==> config.mk <==
export PLATFORM = sky130hd
export DESIGN_NAME = cfa_queue
export DESIGN_NICKNAME = d
export VERILOG_FILES = /design/src/rtl/core/cfa_pkg.sv /design/src/rtl/core/cfa_queue.sv
export SDC_FILE = /design/constraint.sdc
export NUM_CORES = 1
export LEC_CHECK = 0
export BUFFER_PORTS_ARGS = -buffer_cell sky130_fd_sc_hd__buf_2
export CAP_MARGIN = 10
export CORE_MARGIN = 2
export CORE_UTILIZATION = 40
export CTS_CLUSTER_SIZE = 40
export DETAILED_ROUTE_END_ITERATION = 8
export PLACE_DENSITY = 0.58
export SLEW_MARGIN = 20
export SYNTH_ARGS = -nofsm -noshare
export SYNTH_HDL_FRONTEND = slang
export SYNTH_SLANG_ARGS = --single-unit
==> constraint.sdc <==
create_clock -name clock -period 5.85 [get_ports clock]
set_input_delay 0.2925 -clock clock [delete_from_list [all_inputs] [get_ports clock]]
set_output_delay 0.2925 -clock clock [all_outputs]
set_load 0.05 [all_outputs]
==> src/rtl/core/cfa_pkg.sv <==
`timescale 1ns / 1ps
// ----------------------------------------------------------------------------
// Constant fold ALU package
// Shared types, opcodes and sizes for the constant fold ALU.
// ----------------------------------------------------------------------------
package cfa_pkg;

   localparam int DATA_W        = 64;
   localparam int HALF_W        = DATA_W / 2;
   localparam int CMD_W         = 5;
   localparam int ERR_W         = 2;
   localparam int QUEUE_DEPTH_D = 4;

   localparam logic [CMD_W-1:0] CMD_PLUS     = 5'd0;
   localparam logic [CMD_W-1:0] CMD_NEG      = 5'd1;
   localparam logic [CMD_W-1:0] CMD_NOT      = 5'd2;
   localparam logic [CMD_W-1:0] CMD_LNOT     = 5'd3;
   localparam logic [CMD_W-1:0] CMD_INCDEC   = 5'd4;
   localparam logic [CMD_W-1:0] CMD_ADD      = 5'd5;
   localparam logic [CMD_W-1:0] CMD_SUB      = 5'd6;
   localparam logic [CMD_W-1:0] CMD_MUL      = 5'd7;
   localparam logic [CMD_W-1:0] CMD_DIV      = 5'd8;
   localparam logic [CMD_W-1:0] CMD_MOD      = 5'd9;
   localparam logic [CMD_W-1:0] CMD_SHL      = 5'd10;
   localparam logic [CMD_W-1:0] CMD_SHR      = 5'd11;
   localparam logic [CMD_W-1:0] CMD_AND      = 5'd12;
   localparam logic [CMD_W-1:0] CMD_OR       = 5'd13;
   localparam logic [CMD_W-1:0] CMD_XOR      = 5'd14;
   localparam logic [CMD_W-1:0] CMD_LT       = 5'd15;
   localparam logic [CMD_W-1:0] CMD_LE       = 5'd16;
   localparam logic [CMD_W-1:0] CMD_GT       = 5'd17;
   localparam logic [CMD_W-1:0] CMD_GE       = 5'd18;
   localparam logic [CMD_W-1:0] CMD_EQ       = 5'd19;
   localparam logic [CMD_W-1:0] CMD_NE       = 5'd20;
   localparam logic [CMD_W-1:0] CMD_LAND     = 5'd21;
   localparam logic [CMD_W-1:0] CMD_LOR      = 5'd22;
   localparam logic [CMD_W-1:0] CMD_COMPOUND = 5'd23;

   localparam logic [ERR_W-1:0] ERR_NONE     = 2'd0;
   localparam logic [ERR_W-1:0] ERR_OVERFLOW = 2'd1;
   localparam logic [ERR_W-1:0] ERR_DIV_ZERO = 2'd2;
   localparam logic [ERR_W-1:0] ERR_NOT_MOD  = 2'd3;

   typedef struct packed {
      logic [CMD_W-1:0]  cmd;
      logic [DATA_W-1:0] a_value;
      logic              a_sgn;
      logic              a_const;
      logic              a_ok;
      logic [DATA_W-1:0] b_value;
      logic              b_sgn;
      logic              b_const;
      logic              b_ok;
   } req_type;

   typedef struct packed {
      logic              res_ok;
      logic              res_const;
      logic              res_signed;
      logic [DATA_W-1:0] res_value;
      logic [ERR_W-1:0]  err_code;
   } rsp_type;

   typedef struct packed {
      logic [CMD_W-1:0]  cmd;
      logic [DATA_W-1:0] a;
      logic [DATA_W-1:0] b;
      logic              sgn;
      logic              fixed;
      logic              fix_ok;
      logic              fix_cst;
      logic [ERR_W-1:0]  fix_err;
   } entry_type;

endpackage

==> src/rtl/core/cfa_queue.sv <==
`timescale 1ns / 1ps
// ----------------------------------------------------------------------------
// Constant fold ALU queue
// Small FIFO that decouples the front end from the execution pipeline.
// ----------------------------------------------------------------------------
module cfa_queue
   import cfa_pkg::*;
#(
   parameter int DEPTH = QUEUE_DEPTH_D
)
(
   input  logic      clock,
   input  logic      reset,
   input  logic      push,
   input  entry_type push_data,
   output logic      full,
   input  logic      pop,
   output logic      not_empty,
   output entry_type head
);

   localparam int PW = (DEPTH > 1) ? $clog2(DEPTH) : 1;
   localparam int CW = $clog2(DEPTH + 1);

   entry_type         mem_ff [DEPTH];
   logic [PW-1:0]     wr_ptr_ff, wr_ptr_in;
   logic [PW-1:0]     rd_ptr_ff, rd_ptr_in;
   logic [CW-1:0]     count_ff, count_in;
   logic              do_push, do_pop;

   assign full      = (count_ff == CW'(DEPTH));
   assign not_empty = (count_ff != '0);
   assign head      = mem_ff[rd_ptr_ff];
   assign do_push   = push && !full;
   assign do_pop    = pop && not_empty;

   always_comb begin
      wr_ptr_in = wr_ptr_ff;
      rd_ptr_in = rd_ptr_ff;
      count_in  = count_ff;
      if (do_push) begin
         wr_ptr_in = (wr_ptr_ff == PW'(DEPTH - 1)) ? '0 : wr_ptr_ff + 1'b1;
      end
      if (do_pop) begin
         rd_ptr_in = (rd_ptr_ff == PW'(DEPTH - 1)) ? '0 : rd_ptr_ff + 1'b1;
      end
      if (do_push && !do_pop) begin
         count_in = count_ff + 1'b1;
      end else if (do_pop && !do_push) begin
         count_in = count_ff - 1'b1;
      end
   end

   always_ff @(posedge clock) begin
      if (reset) begin
         wr_ptr_ff <= '0;
         rd_ptr_ff <= '0;
         count_ff  <= '0;
      end else begin
         wr_ptr_ff <= wr_ptr_in;
         rd_ptr_ff <= rd_ptr_in;
         count_ff  <= count_in;
      end
   end

   always_ff @(posedge clock) begin
      if (do_push) begin
         mem_ff[wr_ptr_ff] <= push_data;
      end
   end

endmodule

Yosys cells after proc, flatten, opt, wreduce, memory -nomap -nowiden
Memory sizes are Yosys's and may differ from the RTL's. A register that Yosys moved wholly into a read port is not among the register bits.
Index checks and enable logic that the tools add are counted.
Cells by class
  add/sub/neg operators: 4
  eq/ne operators: 3
  muxes and demuxes: 8
  reductions and logical operators: 9
Operators by type and width (count)
  two-way mux 2 bit: 4
  two-way mux 3 bit: 2
  adder 2 x 1 -> 2 bit, second input constant: 2
  == test 2 bit, second input constant: 2
  logical AND 1 bit: 4
  adder 3 x 1 -> 3 bit, second input constant: 1
  == test 3 bit, second input constant: 1
  logical NOT 1 bit: 3
  nonzero test 3 bit: 1
  subtractor 3 x 1 -> 3 bit, second input constant: 1
  two-way mux 1 bit: 2
  nonzero test 2 bit: 1
Word-level totals
  register bits: 7
  bits in writable memories: 556
  output and inout bits: 141
  word-level logic and storage cells: 28
  memories kept: 1
Memory list
  mem_ff: depth 4, bits a word 139, rd ports 1, clocked after Yosys merged registers in 1, write ports 1, line cfa_queue.sv:25  | entry_type mem_ff [DEPTH];

Logic depth before layout (Yosys ltp)
Gate-level depths: netlist of the first run.
  depth after elaboration: 7
  depth in mapped cells: 10

Worst setup path before layout of the first run
Ideal clock, no wire load.
  kind: reg-to-reg
  from: register count_ff[0]
  to: memory mem_ff[0][0] (netlist bit) (enable)
  arrival time: 3.914 ns
  slack: 1.419 ns
  stages on the path, launching flop included: 4
  path buffers: 1
  clock period less this slack: 4.431 ns
  cell sequence: dfxtp_1 or3b_1 buf_2 and3_1
Between the ends
  cells in the longest elaborated chain, start to end: 5
RTL lines
  start, declared: line cfa_queue.sv:28  | logic [CW-1:0] count_ff, count_in;
  start signal, assigned: line cfa_queue.sv:62  | count_ff <= count_in;
  == test 3 bit: line cfa_queue.sv:31  | assign full = (count_ff == CW'(DEPTH));
  logical NOT 1 bit: line cfa_queue.sv:34  | assign do_push = push && !full;
  logical AND 1 bit: line cfa_queue.sv:34
  two-way mux 1 bit: line cfa_queue.sv:67  | if (do_push) begin
  two-way mux 1 bit (implied by the code): line cfa_queue.sv:68  | mem_ff[wr_ptr_ff] <= push_data;
  end, declared: line cfa_queue.sv:25
No other way between the ends.

==> reports/summary.txt, run 1 <==
worst r2r src: count_ff[0]
DR WL met3: 2010 µm
Area contributors post-synth: edfxtp_1, mux4_2, dfxtp_1, buf_6, ha_1
initial drt markers: 450
final period utilization: 0.566
wl on met1: 17600 µm
cts bufs inserted: 57
HP Start: pop
vias per inst: 4.94
post-CTS setup buffers: 0
leading area contributor after synthesis: edfxtp_1
count leader, synth: edfxtp_1
Critical R2R Capture: mem_ff[1][51]
IO Count: 284
max_cap viols: 0
Worst-Margin Slew: 979 ps
startpoint types: register
routed wire length per instance: 20.6 µm
clk slew on worst S/H paths: 60 ps
number of flops mapped to enable cells by yosys: 556
largest net degree at the start of global routing: 140
post_cts resized: 0
syn_nets: 926
Rows: 83
number of global-route vias before repair: 10600
ys async rst share: 0
Leak: 8.69 nW
antenna violations before repair: 1
number of buffers added on ports: 283
pwr/cell area: 457 nW/µm²
critical-path cell list: buf_12 -> mux4_2 -> buf_2
first-pass GRT wire length: 62100 µm
Seq/Total Area, Yosys: 0.822
synthesized area: 20500 µm²
CP Data Required Time: 5560 ps
Starting Density: 0.403
post-route minimum period: 3310 ps
Crit. End Element: primary output
FILL cells: 4085
Critical Path Max Stage Delay: 850 ps
Ys Warns: 0
Slew Viols, Final: 0
Syn Area/Cell: 26.5 µm²
Synth-to-Final Area Change: 26.1%
r2r setup slk: 3220 ps
grt total ovfl: 0
Slew headroom: 0.347
critical path peak fanout: 78
worst reg-to-reg path cell count: 3
setup TNS: 0 ps
status: complete, no violations
layout net count: 1387
Fin. Hold Viols: 0
hold depth: 4
Synth top area share: 0.813
CTS tree: done
RePlAce Congestion: 0.729
ANT nets after route: 0
Worst Clk Skew: 15.1 ps
HP Class: in -> reg
VDD IR-drop max: 0.296 mV
Post-Route WL: 40500 µm
met2 routed WL: 20200 µm
core area: 51000 µm²
via count: 9726
clk sink count: 565
DIE AREA: 53200 µm²
RSZ-0062 raised after global routing: false
synthesized instance count: 776
Die W: 231 µm
Synth Flop Type: edfxtp_1
die height: 231 µm
Synth Register Bits: 565
H-tree levels: 2
fin area: 25900 µm²
DP Wirelength: 22300 µm
max frequency: 302 MHz
Total GRT Usage: 0.153
Root Driver: clkbuf_16
share of cells above drive strength 1: 0.404
maximum clock path buffer count: 3
Final setup viols: 0
Cell variety after synth: 24
Worst EP arrival: 3020 ps
highest-delay cell along the critical path: dfxtp_4
DRT Pass-1 Iters: 6
DRC: 0
most frequent cells after synthesis: edfxtp_1, mux4_2, buf_6
DP Area: 22700 µm²
CTS Hold Buffers Added: 141
clk_lat worst skew: 590 ps
max layer used: met4
critical path class: reg -> out
[critical path: cells and delay by family, from the launching register on]
kind / cells / cell delay (ps)
buffers and inverters: 2 / 740
flip-flops: 1 / 850
multiplexers: 1 / 600
[layer usage]
layer,vias up,GRT usage
li1,4296,-
met2,215,0.258
met1,5170,0.204
met3,45,0.0372
met4,0,0.0345
met5,-,0
[through the flow]
stage / setup slack [ps] / hold slack (ps) / power [mW] / std cells / util
global route: 2260 / 117 / 12.3 / 1967 / 0.508
floorplan: 1420 / 391 / 7.76 / 776 / -
CTS: 2400 / 72.9 / 12.0 / 1966 / 0.508
global placement: 3050 / 484 / 8.49 / 1717 / 0.445
detailed placement: 3060 / 480 / 8.50 / 1717 / 0.445
finish: 2540 / 122 / 11.8 / 1967 / 0.508
[cell families (layout without fill, tap and decap cells)]
logic type | Yosys count | after routing | synth area share
XOR/XNOR | 2 | 2 | 0.000853
buffers and inverters | 38 | 548 | 0.0133
other | 0 | 1 | 0
multiplexers | 141 | 141 | 0.153
adder cells (fa/ha/maj) | 7 | 7 | 0.00463
flip-flops | 565 | 565 | 0.822
AND/OR/NAND/NOR | 16 | 16 | 0.00420
AO/OA/AOI/OAI | 7 | 7 | 0.00195
[layout by cell type, fill, tap and decap left out, types with 6 or more instances in the layout]
cell           count
clkbuf_16         59
edfxtp_1         556
buf_4              7
dfxtp_1            7
clkbuf_1          16
buf_2            283
mux4_2           139
dlygate4sd3_1    141
ha_1               6
clkinv_1          13
clkinv_2          13
[where the power goes]
| part | switching, mW | internal [mW] | total, mW |
|---|---|---|---|
| registers | 0.162 | 4.90 | 5.06 |
| logic | 2.34 | 1.03 | 3.36 |
| clock network | 1.44 | 1.98 | 3.42 |
| total | 3.94 | 7.90 | 11.8 |
[state kept, by name, summed over array words and instances, names as in the netlist, named ones only]
name and flops:
wr_ptr_ff 2, count_ff 3, rd_ptr_ff 2, mem_ff 556
[area by class of cell]
cell class	count	area, µm²	area share
clock inverter	33	239	0.00923
tap	680	851	0.0328
inverter	5	20.0	0.000773
clock buffer	75	1540	0.0593
antenna	1	2.50	0.0000966
multi-input combinational	173	3410	0.132
timing repair buffer	435	2960	0.114
sequential	565	16900	0.652
[worst max path at each step]
stage,start,end,depth (start not counted)
2_1_floorplan,count_ff[0],mem_ff[0][0],3
3_3_place_gp,register,head[5],3
3_5_place_dp,register,head[39],3
4_1_cts,register,head[96],3
5_1_grt,register,head[39],3
6_report,register,head[43],3
(Power assumes the default switching activity.)
==> inputs of run 2 (changes only) <==
- ABC_AREA: not set -> 1
- clock period: 5.85 -> 3.15 ns (I/O delays scaled with it)
==> run 2 against run 1 <==
  * Wire length grew 20%
  * Setup slack lost 2200 ps
  * Sequential cell count is the same
  * Count of clock-buffer cells in the layout shrank 6
  * Total power grew 110%
  * Sequential power grew 88%
  * Cell count grew 31%
  * Sequential share of layout area shrank 1.3 points
  * Largest cell class unchanged
  * Largest power group unchanged
==> reports/summary.txt, run 2 <==
startpoint types: register (unchanged)
FILL cells: 4473 (was 4085)
Starting Density: 0.404 (was 0.403)
ys async rst share: 0 (unchanged)
worst reg-to-reg path cell count: 9 (was 3)
synthesized area: 21100 µm² (was 20500 µm²)
Crit. End Element: primary output (unchanged)
Worst-Margin Slew: 980 ps (was 979 ps)
DIE AREA: 54700 µm² (was 53200 µm²)
IO Count: 284 (unchanged)
Synth top area share: 0.790 (was 0.813)
Compound-Gate Fraction of Synth Area: 0.108 (was 0.00195)
max_cap viols: 0 (unchanged)
Worst EP arrival: 2700 ps (was 3020 ps)
Rows: 84 (was 83)
Synth Register Bits: 565 (unchanged)
RePlAce Congestion: 0.759 (was 0.729)
Area contributors post-synth: edfxtp_1, o21ai_0, nor2_1, o22ai_1, buf_6 (was edfxtp_1, mux4_2, dfxtp_1, buf_6, ha_1)
post-synthesis simple-gate area fraction: 0.0560 (was 0.00420)
initial drt markers: 738 (was 450)
Post-Route WL: 48600 µm (was 40500 µm)
Synth Flop Type: edfxtp_1 (unchanged)
clk_lat worst skew: 600 ps (was 590 ps)
Total GRT Usage: 0.175 (was 0.153)
Seq/Total Area, Yosys: 0.799 (was 0.822)
syn_nets: 1564 (was 926)
critical path peak fanout: 95 (was 78)
post-CTS setup buffers: 0 (unchanged)
cts bufs inserted: 57 (unchanged)
hold depth: 2 (was 4)
critical-path cell list: inv_8 -> buf_12 -> o21ai_0 -> o22ai_1 -> buf_2 (was buf_12 -> mux4_2 -> buf_2)
pwr/cell area: 951 nW/µm² (was 457 nW/µm²)
layout net count: 1982 (was 1387)
clk slew on worst S/H paths: 60 ps (about the same)
Slew Viols, Final: 0 (unchanged)
Fin. Hold Viols: 0 (unchanged)
VDD IR-drop max: 0.765 mV (was 0.296 mV)
via count: 13100 (was 9726)
leading area contributor after synthesis: edfxtp_1 (unchanged)
Synth-to-Final Area Change: 25.0% (was 26.1%)
commonest non-fill, non-tap cell in the layout: edfxtp_1 (unchanged)
Critical Path Max Stage Delay: 500 ps (was 850 ps)
DP Area: 23200 µm² (was 22700 µm²)
Synth Area in Adders: 0.00450 (was 0.00463)
critical path's top delay family: buffers and inverters (was flip-flops)
synthesized instance count: 1414 (was 776)
status: complete, no violations (unchanged)
maximum clock path buffer count: 3 (unchanged)
count leader, synth: edfxtp_1 (unchanged)
most frequent cells after synthesis: edfxtp_1, nor2_1, o21ai_0 (was edfxtp_1, mux4_2, buf_6)
CTS Hold Buffers Added: 142 (was 141)
CTS tree: done (unchanged)
xor-xnor portion of the synthesized cell area: 0.000415 (was 0.000853)
Cell Count Post-Placement: 2319 (was 1717)
H-tree levels: 2 (unchanged)
Cell variety after synth: 22 (was 24)
# diodes: 0 (was 1)
Worst Clk Skew: 7.96 ps (was 15.1 ps)
post-synthesis mux area share: 0 (was 0.153)
max reg flops: 556 (unchanged)
ANT nets after route: 0 (unchanged)
fin area: 26400 µm² (was 25900 µm²)
largest family of logic cells by synthesized area: compound AO/OA/AOI/OAI gates (was multiplexers)
vias per inst: 5.09 (was 4.94)
number of buffers added on ports: 283 (unchanged)
share of cells above drive strength 1: 0.211 (was 0.404)
DRC: 0 (unchanged)
die height: 234 µm (was 231 µm)
Reg with most FFs: mem_ff (unchanged)
routed wire length per instance: 19.0 µm (was 20.6 µm)
Final setup viols: 0 (unchanged)
grt total ovfl: 0 (unchanged)
clk sink count: 565 (unchanged)
number of global-route vias before repair: 12900 (was 10600)
CP Depth: 5 (was 3)
HP Class: in -> reg (unchanged)
CP Data Required Time: 2990 ps (was 5560 ps)
Buffers & Inverters on Critical Path: 3 (was 2)
DRT Pass-1 Iters: 4 (was 6)
RSZ-0062 raised after global routing: false (unchanged)
largest net degree at the start of global routing: 105 (was 140)
Root Driver: clkbuf_16 (unchanged)
top flop regs: mem_ff: 556 flops, count_ff: 3 flops (unchanged)
first-pass GRT wire length: 73300 µm (was 62100 µm)
Slew headroom: 0.347 (about the same)
Ys Warns: 0 (unchanged)
Die W: 234 µm (was 231 µm)
antenna violations before repair: 2 (was 1)
Leak: 9.25 nW (was 8.69 nW)
DP Wirelength: 26600 µm (was 22300 µm)
setup TNS: 0 ps (unchanged)
post-route minimum period: 2850 ps
Pwr Total: 25.1 mW (was 11.8 mW)
number of flops mapped to enable cells by yosys: 556 (unchanged)
max frequency: 350 MHz
Non-Filler Instances: 2567 (was 1967)
Fin Hold WS: 305 ps (was 122 ps)
core area: 52300 µm² (was 51000 µm²)
critical path class: reg -> out (unchanged)
final period utilization: 0.906
highest-delay cell along the critical path: dfxtp_4 (unchanged)
Syn Area/Cell: 14.9 µm² (was 26.5 µm²)
post_cts resized: 0 (unchanged)
commonest cells after routing, fill and taps aside: edfxtp_1, nor2_1, buf_2, o21ai_0, dlygate4sd3_1 (was edfxtp_1, buf_2, dlygate4sd3_1, mux4_2, clkbuf_16)
[run 2: cell count changes in the layout (fill, tap and decap cells not counted), moves of 6 or more]
| cell | before | now |
|---|---|---|
| o21ai_0 | 2 | 250 |
| nand2_1 | 1 | 12 |
| clkbuf_1 | 16 | 10 |
| inv_1 | 4 | 15 |
| nor2_1 | 4 | 289 |
| clkinv_1 | 13 | 20 |
| buf_12 | 4 | 16 |
| o21ai_1 | 0 | 29 |
| mux4_2 | 139 | 0 |
| o22ai_1 | 0 | 139 |
[run 2: logic make-up (layout without fill, tap and decap cells)]
kind of cell / after synthesis / in the layout
buffers and inverters: 108 / 573
AND/OR/NAND/NOR: 312 / 312
AO/OA/AOI/OAI: 421 / 421
adder cells (fa/ha/maj): 7 / 7
XOR/XNOR: 1 / 1
flip-flops: 565 / 565
[run 2: final cells by class]
type                       count  area [µm²]  share of cell area
timing repair buffer         450        3230               0.122
inverter                      17        73.8             0.00279
multi-input combinational    741        3610               0.137
sequential                   565       16900               0.639
tap                          688         861              0.0326
clock buffer                  69        1510              0.0573
clock inverter                37         251             0.00952
[run 2: power by group]
group / total (mW) / internal [mW] / switching (mW)
Sequential: 9.51 / 9.16 / 0.351
Clock: 6.37 / 3.64 / 2.73
Combinational: 9.24 / 2.06 / 7.19
Total: 25.1 / 14.9 / 10.3
[run 2: per-layer routing]
metal	vias up	GRT usage	wire, µm
li1	6174	-	-
met1	6500	0.228	21200
met2	327	0.293	23600
met3	64	0.0463	3120
met4	4	0.0398	733
met5	-	0	27
[run 2: path summary, 6_finish.rpt]
path | from | end | slack (ps)
setup / recovery | register | head[116] | 300
setup reg to reg | count_ff[1] | count_ff[1] | 1260
hold / removal | push_data[126] | mem_ff[0][126] | 310
hold reg to reg | count_ff[1] | count_ff[1] | 510
[run 2: per-stage QoR]
| step | worst slack, ps | util |
|---|---|---|
| floorplan | 17.5 | - |
| global placement | 925 | 0.444 |
| detailed placement | 904 | 0.444 |
| CTS | 244 | 0.505 |
| global route | 117 | 0.505 |
| finish | 295 | 0.505 |
==> inputs of run 3 (changes only) <==
- ABC_AREA: 1 -> not set
==> run 3 against run 2 <==
  * Clock skew increased by 11 ps
  * First-iteration DRC count decreased by 19%
  * Critical endpoint is now head[113]
  * Clock power decreased by 3.8%
==> reports/summary.txt, run 3 (same netlist as run 1, synthesis figures left out) <==
ANT nets after route: 0 (unchanged)
die height: 231 µm (was 234 µm)
Starting Density: 0.403 (was 0.404)
worst r2r src: count_ff[0] (was count_ff[1])
critical path peak fanout: 30 (was 95)
VDD IR-drop max: 0.536 mV (was 0.765 mV)
commonest cells after routing, fill and taps aside: edfxtp_1, buf_2, dlygate4sd3_1, mux4_2, clkbuf_16 (was edfxtp_1, nor2_1, buf_2, o21ai_0, dlygate4sd3_1)
DRC: 0 (unchanged)
routed wire length per instance: 21.0 µm (was 19.0 µm)
Root Driver: clkbuf_16 (unchanged)
Worst EP arrival: 2420 ps (was 2700 ps)
Slew Viols, Final: 0 (unchanged)
post-route minimum period: 2580 ps (was 2850 ps)
HP Class: in -> reg (unchanged)
initial drt markers: 596 (was 738)
Total GRT Usage: 0.158 (was 0.175)
cts bufs inserted: 57 (unchanged)
CTS tree: done (unchanged)
Most Frequent Cell on Critical Path: buf_12
hold depth: 2 (unchanged)
Leak: 8.83 nW (was 9.25 nW)
CP Data Required Time: 2990 ps (about the same)
share of cells above drive strength 1: 0.410 (was 0.211)
Post-Route WL: 41800 µm (was 48600 µm)
Worst-Margin Slew: 647 ps (was 980 ps)
setup TNS: 0 ps (unchanged)
antenna violations before repair: 0 (was 2)
Critical R2R Capture: count_ff[2] (was count_ff[1])
HP Start: push_data[81] (was push_data[126])
critical path's top delay family: buffers and inverters (unchanged)
max_cap viols: 0 (unchanged)
status: complete, no violations (unchanged)
Fin. Hold Viols: 0 (unchanged)
largest net degree at the start of global routing: 49 (was 105)
Final setup viols: 0 (unchanged)
DP Wirelength: 25600 µm (was 26600 µm)
startpoint types: register (unchanged)
critical-path cell list: buf_12 -> buf_12 -> mux4_2 -> buf_2 (was inv_8 -> buf_12 -> o21ai_0 -> o22ai_1 -> buf_2)
maximum clock path buffer count: 3 (unchanged)
number of global-route vias before repair: 10400 (was 12900)
clk slew on worst S/H paths: 60 ps (about the same)
critical path class: reg -> out (unchanged)
IO Count: 284 (unchanged)
Fin Hold WS: 313 ps (was 305 ps)
Die W: 231 µm (was 234 µm)
grt total ovfl: 0 (unchanged)
top flop regs: mem_ff: 556 flops, count_ff: 3 flops (unchanged)
max frequency: 388 MHz (was 350 MHz)
final cell utilization of the core: 0.514 (was 0.505)
Worst Clk Skew: 19.1 ps (was 7.96 ps)
clk sink count: 565 (unchanged)
Reg with most FFs: mem_ff (unchanged)
pwr/cell area: 838 nW/µm² (was 951 nW/µm²)
first-pass GRT wire length: 63700 µm (was 73300 µm)
DIE AREA: 53200 µm² (was 54700 µm²)
H-tree levels: 2 (unchanged)
FILL cells: 4010 (was 4473)
worst reg-to-reg path cell count: 9 (unchanged)
commonest non-fill, non-tap cell in the layout: edfxtp_1 (unchanged)
via count: 9840 (was 13100)
Hold Path End: mem_ff[1][81] (was mem_ff[0][126])
clk_lat worst skew: 600 ps (about the same)
Synth-to-Final Area Change: 27.6% (was 25.0%)
layout net count: 1415 (was 1982)
DRT Pass-1 Iters: 5 (was 4)
vias per inst: 4.95 (was 5.09)
max reg flops: 556 (unchanged)
Rows: 83 (was 84)
core area: 51000 µm² (was 52300 µm²)
Critical Path Max Stage Delay: 590 ps (was 500 ps)
post_cts resized: 0 (unchanged)
RePlAce Congestion: 0.715 (was 0.759)
highest-delay cell along the critical path: mux4_2 (was dfxtp_4)
Slew headroom: 0.568 (was 0.347)
RSZ-0062 raised after global routing: false (unchanged)
r2r setup slk: 810 ps (was 1260 ps)
final period utilization: 0.818 (was 0.906)
number of buffers added on ports: 283 (unchanged)
Buffers & Inverters on Critical Path: 3 (unchanged)
Crit. End Element: primary output (unchanged)
## run 3: cell types whose count changed in the layout (fill, tap and decap cells not counted), moves of 9 or more
cell     before  now
buf_4         9   18
inv_1        15    4
mux4_2        0  139
nand2_1      12    1
nor2_1      289    4
o21ai_0     250    2
o21ai_1      29    0
o22ai_1     139    0
## run 3: timing repair
item,4_1_cts,5_1_grt
buffers inserted,0,0
hold buffers,143,0
endpoints found under the hold margin,565,0
## run 3: worst max path at each step
stage,slack (ps),cells past startpoint,end,start
after detailed placement,840,9,count_ff[2],count_ff[0]
after CTS,500,4,head[46],register
final,570,4,head[113],register
after global placement,920,7,count_ff[2],count_ff[0]
after global routing,440,4,head[113],register
after floorplan,310,3,mem_ff[0][0],count_ff[0]
## run 3: stage by stage
stage | std cells | area (µm²) | power [mW] | setup WS (ps)
after floorplan | 776 | 20500 | 14.3 | 305
after global placement | 1743 | 23100 | 15.9 | 920
after detailed placement | 1743 | 23100 | 16.0 | 839
after CTS | 1987 | 26200 | 22.3 | 496
after global routing | 1987 | 26200 | 22.9 | 436
final | 1988 | 26200 | 22.0 | 575
## run 3: cell type report
cell class                      instances  area (µm²)  share of cell area
Timing Repair Buffer                  463        3360               0.128
Inverter                                5        20.0            0.000764
Clock inverter                         27         153             0.00582
Sequential cell                       565       16900               0.644
Clock buffer                           74        1530              0.0585
Antenna cell                            1        2.50           0.0000955
Tap cell                              680         851              0.0325
Multi-Input combinational cell        173        3410               0.130
## run 3: per-layer routing
| layer | vias to the layer above | track usage | part of all wire |
|---|---|---|---|
| met4 | 0 | 0.0407 | 0.020 |
| met1 | 5177 | 0.224 | 0.44 |
| li1 | 4353 | - | - |
| met3 | 65 | 0.0373 | 0.059 |
| met2 | 245 | 0.248 | 0.48 |
| met5 | - | 0 | 0 |
## run 3: power breakdown
part / internal [mW] / total [mW] / leakage [nW] / switching, mW
logic: 2.06 / 6.55 / 2.85 / 4.49
registers: 9.09 / 9.30 / 5.17 / 0.216
clock network: 3.48 / 6.13 / 0.816 / 2.65
total: 14.6 / 22.0 / 8.83 / 7.36
